**config.mk**
```make
export PLATFORM = sky130hd
export DESIGN_NAME = loop_transport_tick_advance
export DESIGN_NICKNAME = d
export VERILOG_FILES = /design/src/sv/ltta_pkg.sv /design/src/sv/loop_transport_tick_advance.sv /design/src/sv/ltta_mul.sv /design/src/sv/ltta_div.sv
export VERILOG_INCLUDE_DIRS = /design/src /design/src/sv
export SDC_FILE = /design/constraint.sdc
export NUM_CORES = 2
export LEC_CHECK = 0
export ABC_AREA = 0
export BUFFER_PORTS_ARGS = -buffer_cell sky130_fd_sc_hd__buf_2
export CAP_MARGIN = 25
export CORE_MARGIN = 1.5
export CORE_UTILIZATION = 65
export CTS_CLUSTER_SIZE = 30
export DETAILED_ROUTE_END_ITERATION = 7
export PLACE_DENSITY = 0.94
export REMOVE_ABC_BUFFERS = 1
export SLEW_MARGIN = 15
export SYNTH_ARGS = -nofsm -noshare
export SYNTH_HDL_FRONTEND = slang
export SYNTH_HIERARCHICAL = 1
export SYNTH_SLANG_ARGS = --single-unit
```
**constraint.sdc**
```tcl
create_clock -name clock -period 10.79 [get_ports clock]
set_input_delay 2.158 -clock clock [delete_from_list [all_inputs] [get_ports clock]]
set_output_delay 2.158 -clock clock [all_outputs]
set_load 0.05 [all_outputs]
```
**src/sv/loop_transport_tick_advance_macros.svh**
```systemverilog
// ----------------------------------------------------------------------------
// Transport tick counter assertion macros
// Shared concurrent assertion forms, clocked on clock, off during reset.
// ----------------------------------------------------------------------------
`ifndef LOOP_TRANSPORT_TICK_ADVANCE_MACROS_SVH
`define LOOP_TRANSPORT_TICK_ADVANCE_MACROS_SVH

// same-cycle implication
`define LTTA_ASSERT_NOW(label, ante, cons, msg) \
   label: assert property (@(posedge clock) disable iff (reset) (ante) |-> (cons)) \
      else $error(msg);

// next-cycle implication
`define LTTA_ASSERT_NEXT(label, ante, cons, msg) \
   label: assert property (@(posedge clock) disable iff (reset) (ante) |=> (cons)) \
      else $error(msg);

`endif

```
**src/sv/ltta_pkg.sv**
```systemverilog
// ----------------------------------------------------------------------------
// Transport tick counter package
// Types, codes and widths shared by the tick counter and its serial units.
// ----------------------------------------------------------------------------
`default_nettype none

package ltta_pkg;

   localparam int TICK_W    = 31;
   localparam int MUL_A_W   = 42;
   localparam int MUL_B_W   = 16;
   localparam int PROD_W    = 58;
   localparam int DIV_W     = 44;
   localparam int DVS_W     = 31;
   localparam int DIV_CNT_W = 6;
   localparam int CSR_ADDR_W = 3;
   localparam int CSR_DATA_W = 31;

   localparam logic [TICK_W-1:0] TICK_MAX  = 31'h7FFF_FFFF;
   localparam logic [25:0]       TEMPO_ONE = 26'd65536;

   // register indexes
   localparam logic [CSR_ADDR_W-1:0] CSR_PPQ        = 3'd0;
   localparam logic [CSR_ADDR_W-1:0] CSR_TEMPO      = 3'd1;
   localparam logic [CSR_ADDR_W-1:0] CSR_SRATE      = 3'd2;
   localparam logic [CSR_ADDR_W-1:0] CSR_LOOP_EN    = 3'd3;
   localparam logic [CSR_ADDR_W-1:0] CSR_LOOP_START = 3'd4;
   localparam logic [CSR_ADDR_W-1:0] CSR_LOOP_END   = 3'd5;

   typedef enum logic [2:0] {
      FN_ADVANCE  = 3'd0,
      FN_PLAY     = 3'd1,
      FN_STOP     = 3'd2,
      FN_PAUSE    = 3'd3,
      FN_TOGGLE   = 3'd4,
      FN_SET_TICK = 3'd5
   } func_type;

   typedef enum logic [1:0] {
      PS_STOPPED = 2'd0,
      PS_PLAYING = 2'd1,
      PS_PAUSED  = 2'd2
   } play_state_type;

   typedef enum logic [2:0] {
      ST_IDLE,
      ST_MUL1,
      ST_MUL2,
      ST_DIV,
      ST_FIX,
      ST_MOD,
      ST_DONE
   } ctrl_state_type;

   typedef struct packed {
      logic               start;
      logic [MUL_A_W-1:0] mcand;
      logic [MUL_B_W-1:0] mplier;
   } mul_req_type;

   typedef struct packed {
      logic              done;
      logic [PROD_W-1:0] product;
   } mul_stat_type;

   typedef struct packed {
      logic             start;
      logic [DIV_W-1:0] dividend;
      logic [DVS_W-1:0] divisor;
   } div_req_type;

   typedef struct packed {
      logic             done;
      logic [DIV_W-1:0] quotient;
      logic [DVS_W-1:0] remainder;
   } div_stat_type;

endpackage

`default_nettype wire

```
**src/sv/loop_transport_tick_advance.sv**
```systemverilog
// ----------------------------------------------------------------------------
// Musical transport tick counter with loop region
// Usage notes for the command stream, result stream and register port below.
// ----------------------------------------------------------------------------
// Commands arrive on the req_ stream (one transfer per command, code in tuser)
// and each one gives exactly one result transfer on the rsp_ stream.
// Registers are to be written through csr_ only while the block is idle; the
// block itself does not enforce this. A command without motion goes from the
// idle state to the done state, then into the result register; the next command
// can transfer once the block is back in idle. An advance with motion runs a
// serial multiplier over block_frames up to its highest set bit, then over
// ticks_per_quarter the same way (one bit per cycle), then the 44-step serial
// divider for the rounded tick delta; a loop wrap runs the divider once more.
// One command is in flight at a time.
// Reset: registers take their defaults, the transport is stopped at tick 0.
// Stall: a result waiting on rsp_tready holds; the next command is still taken
// and runs, and its result waits until the output register frees up.
// ----------------------------------------------------------------------------
`default_nettype none
`include "loop_transport_tick_advance_macros.svh"

module loop_transport_tick_advance (
   input  logic                                  clock,
   input  logic                                  reset,
   // command stream
   input  logic                                  req_tvalid,
   output logic                                  req_tready,
   input  logic [47:0]                           req_tdata,  // block_frames[15:0], new_tick[46:16]
   input  logic [2:0]                            req_tuser,  // func[2:0]
   // result stream
   output logic                                  rsp_tvalid,
   input  logic                                  rsp_tready,
   output logic [71:0]                           rsp_tdata,  // play_state[1:0], start_tick[32:2],
                                                             // end_tick[63:33], loop_wrapped[64]
   // register port
   input  logic                                  csr_wen,
   input  logic [ltta_pkg::CSR_ADDR_W-1:0]       csr_addr,
   input  logic [ltta_pkg::CSR_DATA_W-1:0]       csr_wdata
);
   import ltta_pkg::*;

   // configuration registers
   logic [15:0]       ppq_ff;
   logic [25:0]       tempo_ff;
   logic [18:0]       srate_ff;
   logic              loop_en_ff;
   logic [TICK_W-1:0] loop_start_ff;
   logic [TICK_W-1:0] loop_end_ff;

   // transport state
   ctrl_state_type    state_ff, state_in;
   play_state_type    play_ff, play_in;
   logic [TICK_W-1:0] pos_ff, pos_in;

   // per-command working registers
   func_type          func_ff;
   logic [TICK_W-1:0] new_tick_ff;
   logic              motion_ff;
   logic              loop_ok_ff;
   logic [TICK_W-1:0] len_ff;
   logic [TICK_W-1:0] start_ff;
   logic [DIV_W-1:0]  sum_ff;
   logic [TICK_W-1:0] end_ff;
   logic              wrap_ff;

   // output register
   logic              rsp_tvalid_ff;
   logic [71:0]       rsp_data_ff;

   // serial units
   mul_req_type       mul_req;
   mul_stat_type      mul_stat;
   div_req_type       div_req;
   div_stat_type      div_stat;

   logic              req_fire;
   logic              out_free;
   logic              commit;
   func_type          req_func;
   logic [15:0]       req_frames;
   logic [TICK_W-1:0] req_new_tick;
   logic              loop_ok_now;
   logic              motion_now;
   logic [25:0]       tempo_eff;
   logic [15:0]       ppq_eff;
   logic [24:0]       den_base;
   logic [PROD_W:0]   round_sum;
   logic [DIV_W-1:0]  sum_now;
   logic              wrap_now;
   logic [DIV_W-1:0]  mod_dividend;
   logic [TICK_W-1:0] sat_end;
   logic [TICK_W-1:0] res_start;
   logic              res_wrap;

   // ---------------------------------------------------------------- decode
   assign req_tready   = (state_ff == ST_IDLE);
   assign req_fire     = req_tvalid && req_tready;
   assign req_func     = func_type'(req_tuser);
   assign req_frames   = req_tdata[15:0];
   assign req_new_tick = req_tdata[46:16];
   assign out_free     = !rsp_tvalid_ff || rsp_tready;
   assign commit       = (state_ff == ST_DONE) && out_free;

   assign loop_ok_now = loop_en_ff && (loop_end_ff > loop_start_ff);
   // motion needs playing, a nonempty block and a nonzero sample rate
   assign motion_now  = (req_func == FN_ADVANCE) && (play_ff == PS_PLAYING) &&
                        (req_frames != '0) && (srate_ff != '0);

   // clamp tempo to 1.0 bpm and ppq to 1
   assign tempo_eff = (tempo_ff < TEMPO_ONE) ? TEMPO_ONE : tempo_ff;
   assign ppq_eff   = (ppq_ff == '0) ? 16'd1 : ppq_ff;

   // 60 * sample_rate as 64x - 4x; full divisor is this times 2^16
   assign den_base = ({6'd0, srate_ff} << 6) - ({6'd0, srate_ff} << 2);

   // round half up: add half the divisor, drop the 2^16 factor, divide by den_base
   assign round_sum = {1'b0, mul_stat.product} + {19'd0, den_base, 15'd0};

   assign sum_now      = {{(DIV_W-TICK_W){1'b0}}, start_ff} + div_stat.quotient;
   assign wrap_now     = loop_ok_ff && (sum_ff >= {{(DIV_W-TICK_W){1'b0}}, loop_end_ff});
   assign mod_dividend = sum_ff - {{(DIV_W-TICK_W){1'b0}}, loop_start_ff};
   assign sat_end      = (sum_ff > {{(DIV_W-TICK_W){1'b0}}, TICK_MAX}) ?
                         TICK_MAX : sum_ff[TICK_W-1:0];

   // ---------------------------------------------------------------- next state
   always_comb begin
      state_in = state_ff;
      case (state_ff)
         ST_IDLE: begin
            if (req_fire) begin
               state_in = motion_now ? ST_MUL1 : ST_DONE;
            end
         end
         ST_MUL1: begin
            if (mul_stat.done) begin
               state_in = ST_MUL2;
            end
         end
         ST_MUL2: begin
            if (mul_stat.done) begin
               state_in = ST_DIV;
            end
         end
         ST_DIV: begin
            if (div_stat.done) begin
               state_in = ST_FIX;
            end
         end
         ST_FIX: begin
            state_in = wrap_now ? ST_MOD : ST_DONE;
         end
         ST_MOD: begin
            if (div_stat.done) begin
               state_in = ST_DONE;
            end
         end
         ST_DONE: begin
            if (out_free) begin
               state_in = ST_IDLE;
            end
         end
         default: begin
            state_in = ST_IDLE;
         end
      endcase
   end

   // ---------------------------------------------------------------- unit requests
   always_comb begin
      mul_req = '0;
      div_req = '0;
      case (state_ff)
         ST_IDLE: begin
            // frames * tempo first
            mul_req.start  = req_fire && motion_now;
            mul_req.mcand  = {{(MUL_A_W-26){1'b0}}, tempo_eff};
            mul_req.mplier = req_frames;
         end
         ST_MUL1: begin
            // then times ticks per quarter
            mul_req.start  = mul_stat.done;
            mul_req.mcand  = mul_stat.product[MUL_A_W-1:0];
            mul_req.mplier = ppq_eff;
         end
         ST_MUL2: begin
            div_req.start    = mul_stat.done;
            div_req.dividend = {1'b0, round_sum[PROD_W:16]};
            div_req.divisor  = {{(DVS_W-25){1'b0}}, den_base};
         end
         ST_FIX: begin
            // at or past loop end: take the offset modulo the loop length
            div_req.start    = wrap_now;
            div_req.dividend = mod_dividend;
            div_req.divisor  = len_ff;
         end
         default: begin
            mul_req = '0;
            div_req = '0;
         end
      endcase
   end

   // ---------------------------------------------------------------- result
   always_comb begin
      play_in   = play_ff;
      pos_in    = pos_ff;
      res_start = pos_ff;
      res_wrap  = 1'b0;
      case (func_ff)
         FN_ADVANCE: begin
            if (motion_ff) begin
               pos_in    = end_ff;
               res_start = start_ff;
               res_wrap  = wrap_ff;
            end
         end
         FN_PLAY: begin
            play_in = PS_PLAYING;
         end
         FN_STOP: begin
            play_in = PS_STOPPED;
            pos_in  = '0;
         end
         FN_PAUSE: begin
            play_in = PS_PAUSED;
         end
         FN_TOGGLE: begin
            play_in = (play_ff == PS_PLAYING) ? PS_PAUSED : PS_PLAYING;
         end
         FN_SET_TICK: begin
            pos_in = new_tick_ff;
         end
         default: begin
            // unused codes: report, change nothing
            play_in = play_ff;
         end
      endcase
   end

   // ---------------------------------------------------------------- registers
   always_ff @(posedge clock) begin
      if (reset) begin
         ppq_ff        <= 16'd960;
         tempo_ff      <= 26'd7864320;
         srate_ff      <= 19'd48000;
         loop_en_ff    <= 1'b0;
         loop_start_ff <= '0;
         loop_end_ff   <= '0;
      end else if (csr_wen) begin
         case (csr_addr)
            CSR_PPQ:        ppq_ff        <= csr_wdata[15:0];
            CSR_TEMPO:      tempo_ff      <= csr_wdata[25:0];
            CSR_SRATE:      srate_ff      <= csr_wdata[18:0];
            CSR_LOOP_EN:    loop_en_ff    <= csr_wdata[0];
            CSR_LOOP_START: loop_start_ff <= csr_wdata[TICK_W-1:0];
            CSR_LOOP_END:   loop_end_ff   <= csr_wdata[TICK_W-1:0];
            default:        loop_en_ff    <= loop_en_ff;
         endcase
      end
   end

   always_ff @(posedge clock) begin
      if (reset) begin
         state_ff      <= ST_IDLE;
         play_ff       <= PS_STOPPED;
         pos_ff        <= '0;
         rsp_tvalid_ff <= 1'b0;
      end else begin
         state_ff <= state_in;
         if (commit) begin
            play_ff       <= play_in;
            pos_ff        <= pos_in;
            rsp_tvalid_ff <= 1'b1;
         end else if (rsp_tready) begin
            rsp_tvalid_ff <= 1'b0;
         end
      end
   end

   // working and payload registers
   always_ff @(posedge clock) begin
      if (req_fire) begin
         func_ff     <= req_func;
         new_tick_ff <= req_new_tick;
         motion_ff   <= motion_now;
         loop_ok_ff  <= loop_ok_now;
         len_ff      <= loop_end_ff - loop_start_ff;
         // jump to loop start when already at or past loop end
         start_ff    <= (loop_ok_now && (pos_ff >= loop_end_ff)) ? loop_start_ff : pos_ff;
      end
      if ((state_ff == ST_DIV) && div_stat.done) begin
         sum_ff <= sum_now;
      end
      if (state_ff == ST_FIX) begin
         wrap_ff <= wrap_now;
         end_ff  <= sat_end;
      end
      if ((state_ff == ST_MOD) && div_stat.done) begin
         end_ff <= loop_start_ff + div_stat.remainder;
      end
      if (commit) begin
         rsp_data_ff <= {7'd0, res_wrap, pos_in, res_start, play_in};
      end
   end

   assign rsp_tvalid = rsp_tvalid_ff;
   assign rsp_tdata  = rsp_data_ff;

   // ---------------------------------------------------------------- units
   ltta_mul u_mul (
      .clock    (clock),
      .reset    (reset),
      .mul_req  (mul_req),
      .mul_stat (mul_stat)
   );

   ltta_div u_div (
      .clock    (clock),
      .reset    (reset),
      .div_req  (div_req),
      .div_stat (div_stat)
   );

   // ---------------------------------------------------------------- assertions
   `LTTA_ASSERT_NEXT(a_done_loads_rsp, commit, rsp_tvalid_ff, "result not presented after commit")
   `LTTA_ASSERT_NOW(a_mul_done_state, mul_stat.done, (state_ff == ST_MUL1) || (state_ff == ST_MUL2), "multiplier finished outside a multiply step")
   `LTTA_ASSERT_NOW(a_div_done_state, div_stat.done, (state_ff == ST_DIV) || (state_ff == ST_MOD), "divider finished outside a divide step")
   `LTTA_ASSERT_NOW(a_mod_in_loop, (state_ff == ST_MOD) && div_stat.done, div_stat.remainder < len_ff, "wrap remainder not below loop length")

endmodule

`default_nettype wire

```
**src/sv/ltta_mul.sv**
```systemverilog
// ----------------------------------------------------------------------------
// Serial shift-add multiplier
// One multiplier bit per cycle, LSB first; stops once the remaining bits are zero.
// ----------------------------------------------------------------------------
`default_nettype none

module ltta_mul (
   input  logic                  clock,
   input  logic                  reset,
   input  ltta_pkg::mul_req_type mul_req,
   output ltta_pkg::mul_stat_type mul_stat
);
   import ltta_pkg::*;

   logic [PROD_W-1:0]  acc_ff, acc_in;
   logic [PROD_W-1:0]  mcand_ff, mcand_in;
   logic [MUL_B_W-1:0] mplier_ff, mplier_in;
   logic               run_ff, run_in;
   logic               done_ff, done_in;

   always_comb begin
      acc_in    = acc_ff;
      mcand_in  = mcand_ff;
      mplier_in = mplier_ff;
      run_in    = run_ff;
      done_in   = 1'b0;
      if (mul_req.start) begin
         acc_in    = '0;
         mcand_in  = {{(PROD_W-MUL_A_W){1'b0}}, mul_req.mcand};
         mplier_in = mul_req.mplier;
         run_in    = 1'b1;
      end else if (run_ff) begin
         if (mplier_ff[0]) begin
            acc_in = acc_ff + mcand_ff;
         end
         mcand_in  = mcand_ff << 1;
         mplier_in = mplier_ff >> 1;
         if (mplier_in == '0) begin
            run_in  = 1'b0;
            done_in = 1'b1;
         end
      end
   end

   always_ff @(posedge clock) begin
      acc_ff    <= acc_in;
      mcand_ff  <= mcand_in;
      mplier_ff <= mplier_in;
   end

   always_ff @(posedge clock) begin
      if (reset) begin
         run_ff  <= 1'b0;
         done_ff <= 1'b0;
      end else begin
         run_ff  <= run_in;
         done_ff <= done_in;
      end
   end

   assign mul_stat.done    = done_ff;
   assign mul_stat.product = acc_ff;

endmodule

`default_nettype wire

```
**src/sv/ltta_div.sv**
```systemverilog
// ----------------------------------------------------------------------------
// Serial restoring divider
// One quotient bit per cycle over the full dividend width; gives quotient and remainder.
// ----------------------------------------------------------------------------
`default_nettype none

module ltta_div (
   input  logic                  clock,
   input  logic                  reset,
   input  ltta_pkg::div_req_type div_req,
   output ltta_pkg::div_stat_type div_stat
);
   import ltta_pkg::*;

   localparam logic [DIV_CNT_W-1:0] LAST_STEP = DIV_CNT_W'(DIV_W - 1);

   logic [DVS_W-1:0]     rem_ff, rem_in;
   logic [DIV_W-1:0]     quo_ff, quo_in;
   logic [DVS_W-1:0]     dvs_ff, dvs_in;
   logic [DIV_CNT_W-1:0] cnt_ff, cnt_in;
   logic                 run_ff, run_in;
   logic                 done_ff, done_in;
   logic [DVS_W:0]       trial;
   logic [DVS_W:0]       diff;
   logic                 fits;

   assign trial = {rem_ff, quo_ff[DIV_W-1]};
   assign diff  = trial - {1'b0, dvs_ff};
   assign fits  = trial >= {1'b0, dvs_ff};

   always_comb begin
      rem_in  = rem_ff;
      quo_in  = quo_ff;
      dvs_in  = dvs_ff;
      cnt_in  = cnt_ff;
      run_in  = run_ff;
      done_in = 1'b0;
      if (div_req.start) begin
         rem_in = '0;
         quo_in = div_req.dividend;
         dvs_in = div_req.divisor;
         cnt_in = '0;
         run_in = 1'b1;
      end else if (run_ff) begin
         rem_in = fits ? diff[DVS_W-1:0] : trial[DVS_W-1:0];
         quo_in = {quo_ff[DIV_W-2:0], fits};
         cnt_in = cnt_ff + 1'b1;
         if (cnt_ff == LAST_STEP) begin
            run_in  = 1'b0;
            done_in = 1'b1;
         end
      end
   end

   always_ff @(posedge clock) begin
      rem_ff <= rem_in;
      quo_ff <= quo_in;
      dvs_ff <= dvs_in;
      cnt_ff <= cnt_in;
   end

   always_ff @(posedge clock) begin
      if (reset) begin
         run_ff  <= 1'b0;
         done_ff <= 1'b0;
      end else begin
         run_ff  <= run_in;
         done_ff <= done_in;
      end
   end

   assign div_stat.done      = done_ff;
   assign div_stat.quotient  = quo_ff;
   assign div_stat.remainder = rem_ff;

endmodule

`default_nettype wire

```
Yosys cells after proc, flatten, opt, wreduce, memory -nomap -nowiden
Index checks and enable logic that the tools add are counted.

operators by class
  $add $sub $neg = 9
  magnitude comparators = 6
  equal/unequal tests = 24
  multiplexer cells = 40
  bitwise operators = 2
  reductions and logical operators = 36

operators by type and width
  cell                                                   number
  2-to-1 mux 31 bit                                      8
  case mux 76 bit (2 select lines)                       1
  case mux 59 bit (2 select lines)                       1
  case mux 31 bit (3 select lines)                       1
  2-to-1 mux 44 bit                                      2
  2-to-1 mux 42 bit                                      2
  subtractor 31 bit                                      2
  adder 58 x 40 -> 59 bit                                1
  adder 58 bit                                           1
  2-to-1 mux 16 bit                                      3
  adder 31 x 44 -> 44 bit                                1
  >= comparator 44 x 31 -> 1 bit                         1
  > comparator 44 x 31 -> 1 bit (second input constant)  1
  subtractor 44 x 31 -> 44 bit                           1
  >= comparator 32 x 31 -> 1 bit                         1
  logical NOT 16 bit                                     2
  adder 31 bit                                           1
  >= comparator 31 bit                                   1
  > comparator 31 bit                                    1
  < comparator 26 x 17 -> 1 bit (second input constant)  1
  2-to-1 mux 26 bit                                      1
  subtractor 25 x 21 -> 25 bit                           1
  equality test 3 bit (second input constant)            7
  2-to-1 mux 3 bit                                       7
  22 further kinds                                       68

word-level totals
  flip-flop bits (word level) = 648
  input port bits = 90
  output and inout port bits = 74
  word-level logic and storage cells = 150

Logic depth before layout (Yosys ltp)
  depth in word-level cells = 7
  mapped depth = 21
  mapped depth without buffers = 21

By module
The synthesis kept the hierarchy.

by module, submodules not included
  module                       times used  cells an instance  area each (µm²)  seq. area each (µm²)
  loop_transport_tick_advance  1           2866               26625.5          10400.0
  ltta_mul                     1           877                8192.9           3263.1
  ltta_div                     1           594                6317.3           3032.9

Worst setup path after synthesis
OpenSTA, ideal clock, no wires.

  kind = input-to-reg
  start point = input port req_tvalid
  end point = register u_mul.mcand_ff[0] (enable)
  setup time = 0.390 ns
  data arrival time = 6.239 ns
  data required time = 10.400 ns
  path slack = 4.161 ns
  stages = 5
  buffers on the path = 2
  cells stage by stage = and2_1 a22o_1 clkbuf_1 clkbuf_1 or2_2

RTL lines
  item                    RTL line                           source
  start: declaration      loop_transport_tick_advance.sv:26  input logic req_tvalid,
  end signal: assignment  ltta_mul.sv:47                     mcand_ff <= mcand_in;
  end: declaration        ltta_mul.sv:16                     logic [PROD_W-1:0] mcand_ff, mcand_in;

==> reports/results.ini <==
[route]
drc_errors = 0
routed_wirelength_um = 123900
firstDrtPassIters = 8
via_count = 35912
drt_iter0_markers = 4761
antenna_left = 0
wl_per_cell_um = 23.28
vias_per_cell = 6.747

[synth]
synth_top_area_share = 0.2716
synth_edf_count = 372
synth_cells = 4337
yosysTopAreaCell = edfxtp_1
synthDistinctLibCells = 114
ys_warn_count = 6
ys_ff_latch = 648
async_flop_share = 0
syn-cell-area_um2 = 41140
yosysSeqAreaShare = 0.4059
syn_avg_cell_area_um2 = 9.485
yosys-top-cells-area = edfxtp_1 27%, dfxtp_1 13%, ha_1 9.7%, a21oi_1 4.9%, nand2_1 4.7%
synth_ff_type = edfxtp_1

[clock_network]
path_clk_slew_ns = 0.06
cts-buffers-inserted = 71
clock_latency_ns = 0.63
cts_tree = done
postCtsHoldBufs = 0
cts-htree-levels = 3
post_cts_buffers = 0
ctsRootBufferMaster = clkbuf_16
post_cts_resized = 0
clock_sinks = 648
cts_max_path_buffers = 3

[sta]
drv_slew = 0
finalCritPeriodShare = 0.5339
rsz0062_at_grt = false
min_period_ns = 5.761
finalSetupViolCount = 0
finalHoldViolCount = 0
max_freq_mhz = 173.6
setup_tns_ns = 0
tightest_slew_ns = 1.064
slew_headroom = 0.2862
clock_skew_ns = 0.02775

[power_and_ir_drop]
seqPwrFrac = 0.363
p_leak_nw = 17.65
switching_share = 0.3756
powerDensity_nw_per_um2 = 210.6
clkPwrFrac = 0.264
pwr-share-comb = 0.373
irDropWorstVdd_mv = 0.1211
p_int_mw = 5.913
p_sw_mw = 3.557

[hold_path]
whs_path_depth = 2
hold_path.class = flip-flop to flip-flop
holdCritStartpoint = tempo_ff[15]
hold_end = tempo_ff[15]

[layout]
multi_input_area_um2 = 22880
utilization = 0.7153
final_common_cell = nand2_1
final-seq-area_um2 = 16700
fin_nets = 4834
design_area_um2 = 44960
fillers = 4342
area_growth_pct = 9.295
final_layout_size_suffix_gt1_frac = 0.1180
layout_common_cells = 513 x nand2_1, 405 x a21oi_1, 372 x edfxtp_1
fin_cells = 5323

[grt]
grt_util_all_layers = 0.3771
grt-busiest-layer = met2
grt_use_met3 = 0.08236
grt-ovfl-total = 0
use_met2 = 0.6079
grt_start_max_net_pins = 95
grt_antenna_before_repair = 2
grt_pass1_vias = 34725
grtUsageMet1 = 0.4656
grt_pass1_wl_um = 190400

[worst_setup_path]
r2r_slack_ns = 5.03
path_class = flip-flop to flip-flop
ff2ff_path_depth = 21
r2r_end = u_div/quo_ff[31]
endpoint_kind = flip-flop
cp-startpoint = srate_ff[4]
crit_fanout = 7
r2r-start = srate_ff[4]
required_ns = 11.15
critPathLaunchType = flip-flop
arrival_ns = 6.12

[placed_design]
portBuffers = 155
dp.final_hpwl_um = 88700
dp_cells = 5189
place_congestion = 0.9885
place_area_um2 = 42590

[flow_run]
maxCapViolCount = 0

[floorplan]
core_um2 = 62850
rows = 92
start_util = 0.6545
die_y_um = 254.6
die_area_um2 = 64800
num_io_pins = 164
die-width_um = 254.6

[outcome]
run_status = finished clean

## critical path, cell delays in order, from the launching register on
cell and delay [ns]:
dfxtp_1 0.39, inv_1 0.08, ha_1 0.35, nor4bb_1 0.34
o21ai_0 0.15, a21boi_0 0.31, o21ai_0 0.16, a21oi_1 0.21
nor4_1 0.07, nor3_1 0.24, xor2_1 0.33, ha_1 0.27
nand3_1 0.10, nor2_1 0.16, inv_1 0.06, o31ai_1 0.41
o2111ai_1 0.26, a21oi_1 0.57, o2111ai_1 0.23, xnor2_1 0.20
a211o_1 0.34, mux2_2 0.27
## cell type report
cell class	count	share of cell area
flip-flops and latches	648	0.3714
multi-input cells	3279	0.5089
clock buffers	98	0.04539
clock inverters	32	0.007013
diodes	2	0.0001113
well taps	846	0.02354
inverters	224	0.01870
repair buffers	194	0.02496
## worst max path at each step
stage,to,cells past startpoint
after floorplan,u_div/quo_ff[0],9
final,u_div/quo_ff[31],21
after global placement,u_mul/mcand_ff[34],7
after CTS,u_div/quo_ff[31],21
after detailed placement,u_mul/mcand_ff[35],7
after global routing,u_div/quo_ff[31],21
## registers in the layout, summed over array words and instances (netlist names), 44 cells and up
register,cells
rsp_tdata,65
sum_ff,44
u_mul/acc_ff,58
u_mul/mcand_ff,58
u_div/quo_ff,44
## routing by layer
metal | vias to the layer above | wire [µm]
li1 | 16139 | -
met1 | 16926 | 45440
met2 | 2360 | 56230
met3 | 485 | 14640
met4 | 2 | 7572
met5 | - | 16
## stage by stage
step / setup WS [ns] / hold slack, ns / power (mW)
after floorplan: -0.9750 / 0.4300 / 5.869
after global placement: 5.245 / 0.4425 / 6.656
after detailed placement: 5.155 / 0.4487 / 6.811
after CTS: 5.094 / 0.4570 / 9.331
after global routing: 4.620 / 0.4782 / 9.832
final: 5.029 / 0.4538 / 9.470
## synth_stat cells, types with 30 or more instances
cell,count
nand2_1,515
a21oi_1,405
edfxtp_1,372
ha_1,319
dfxtp_1,276
nor2_1,264
inv_1,224
o21ai_0,177
clkbuf_1,157
xnor2_1,157
mux2_2,131
a21o_1,129
xor2_1,95
a211oi_1,72
nor3_1,72
a22o_1,66
nand3_1,65
and2_1,50
nand4_1,47
mux2i_1,46
and3_1,39
o21a_1,38
nand2b_1,36
o211ai_1,35
nor2b_1,34
o22ai_1,34
o21bai_1,33
a222oi_1,31
mux2_1,31
a31oi_1,30
## logic make-up (layout without fill, tap and decap cells)
| logic type | count (synthesis) | count (layout) | synth area share |
|---|---|---|---|
| buf+inv | 416 | 548 | 0.04061 |
| fa+ha+maj | 326 | 326 | 0.1004 |
| other cells | 1 | 9 | 0.00009116 |
| xor+xnor | 252 | 252 | 0.05365 |
| simple gates | 1242 | 1242 | 0.1405 |
| mux | 208 | 208 | 0.05554 |
| compound gates | 1244 | 1244 | 0.2033 |
| flops | 648 | 648 | 0.4059 |
## power groups by stage
stage                     clock network [mW]  logic, mW  registers, mW
after floorplan                            0       2.45           3.42
after global placement                     0       3.21           3.44
after detailed placement                   0       3.35           3.46
after CTS                               2.50       3.42           3.42
after global routing                    2.59       3.78           3.46
final                                   2.50       3.53           3.44
No activity file was read; power rests on OpenSTA's default activity.
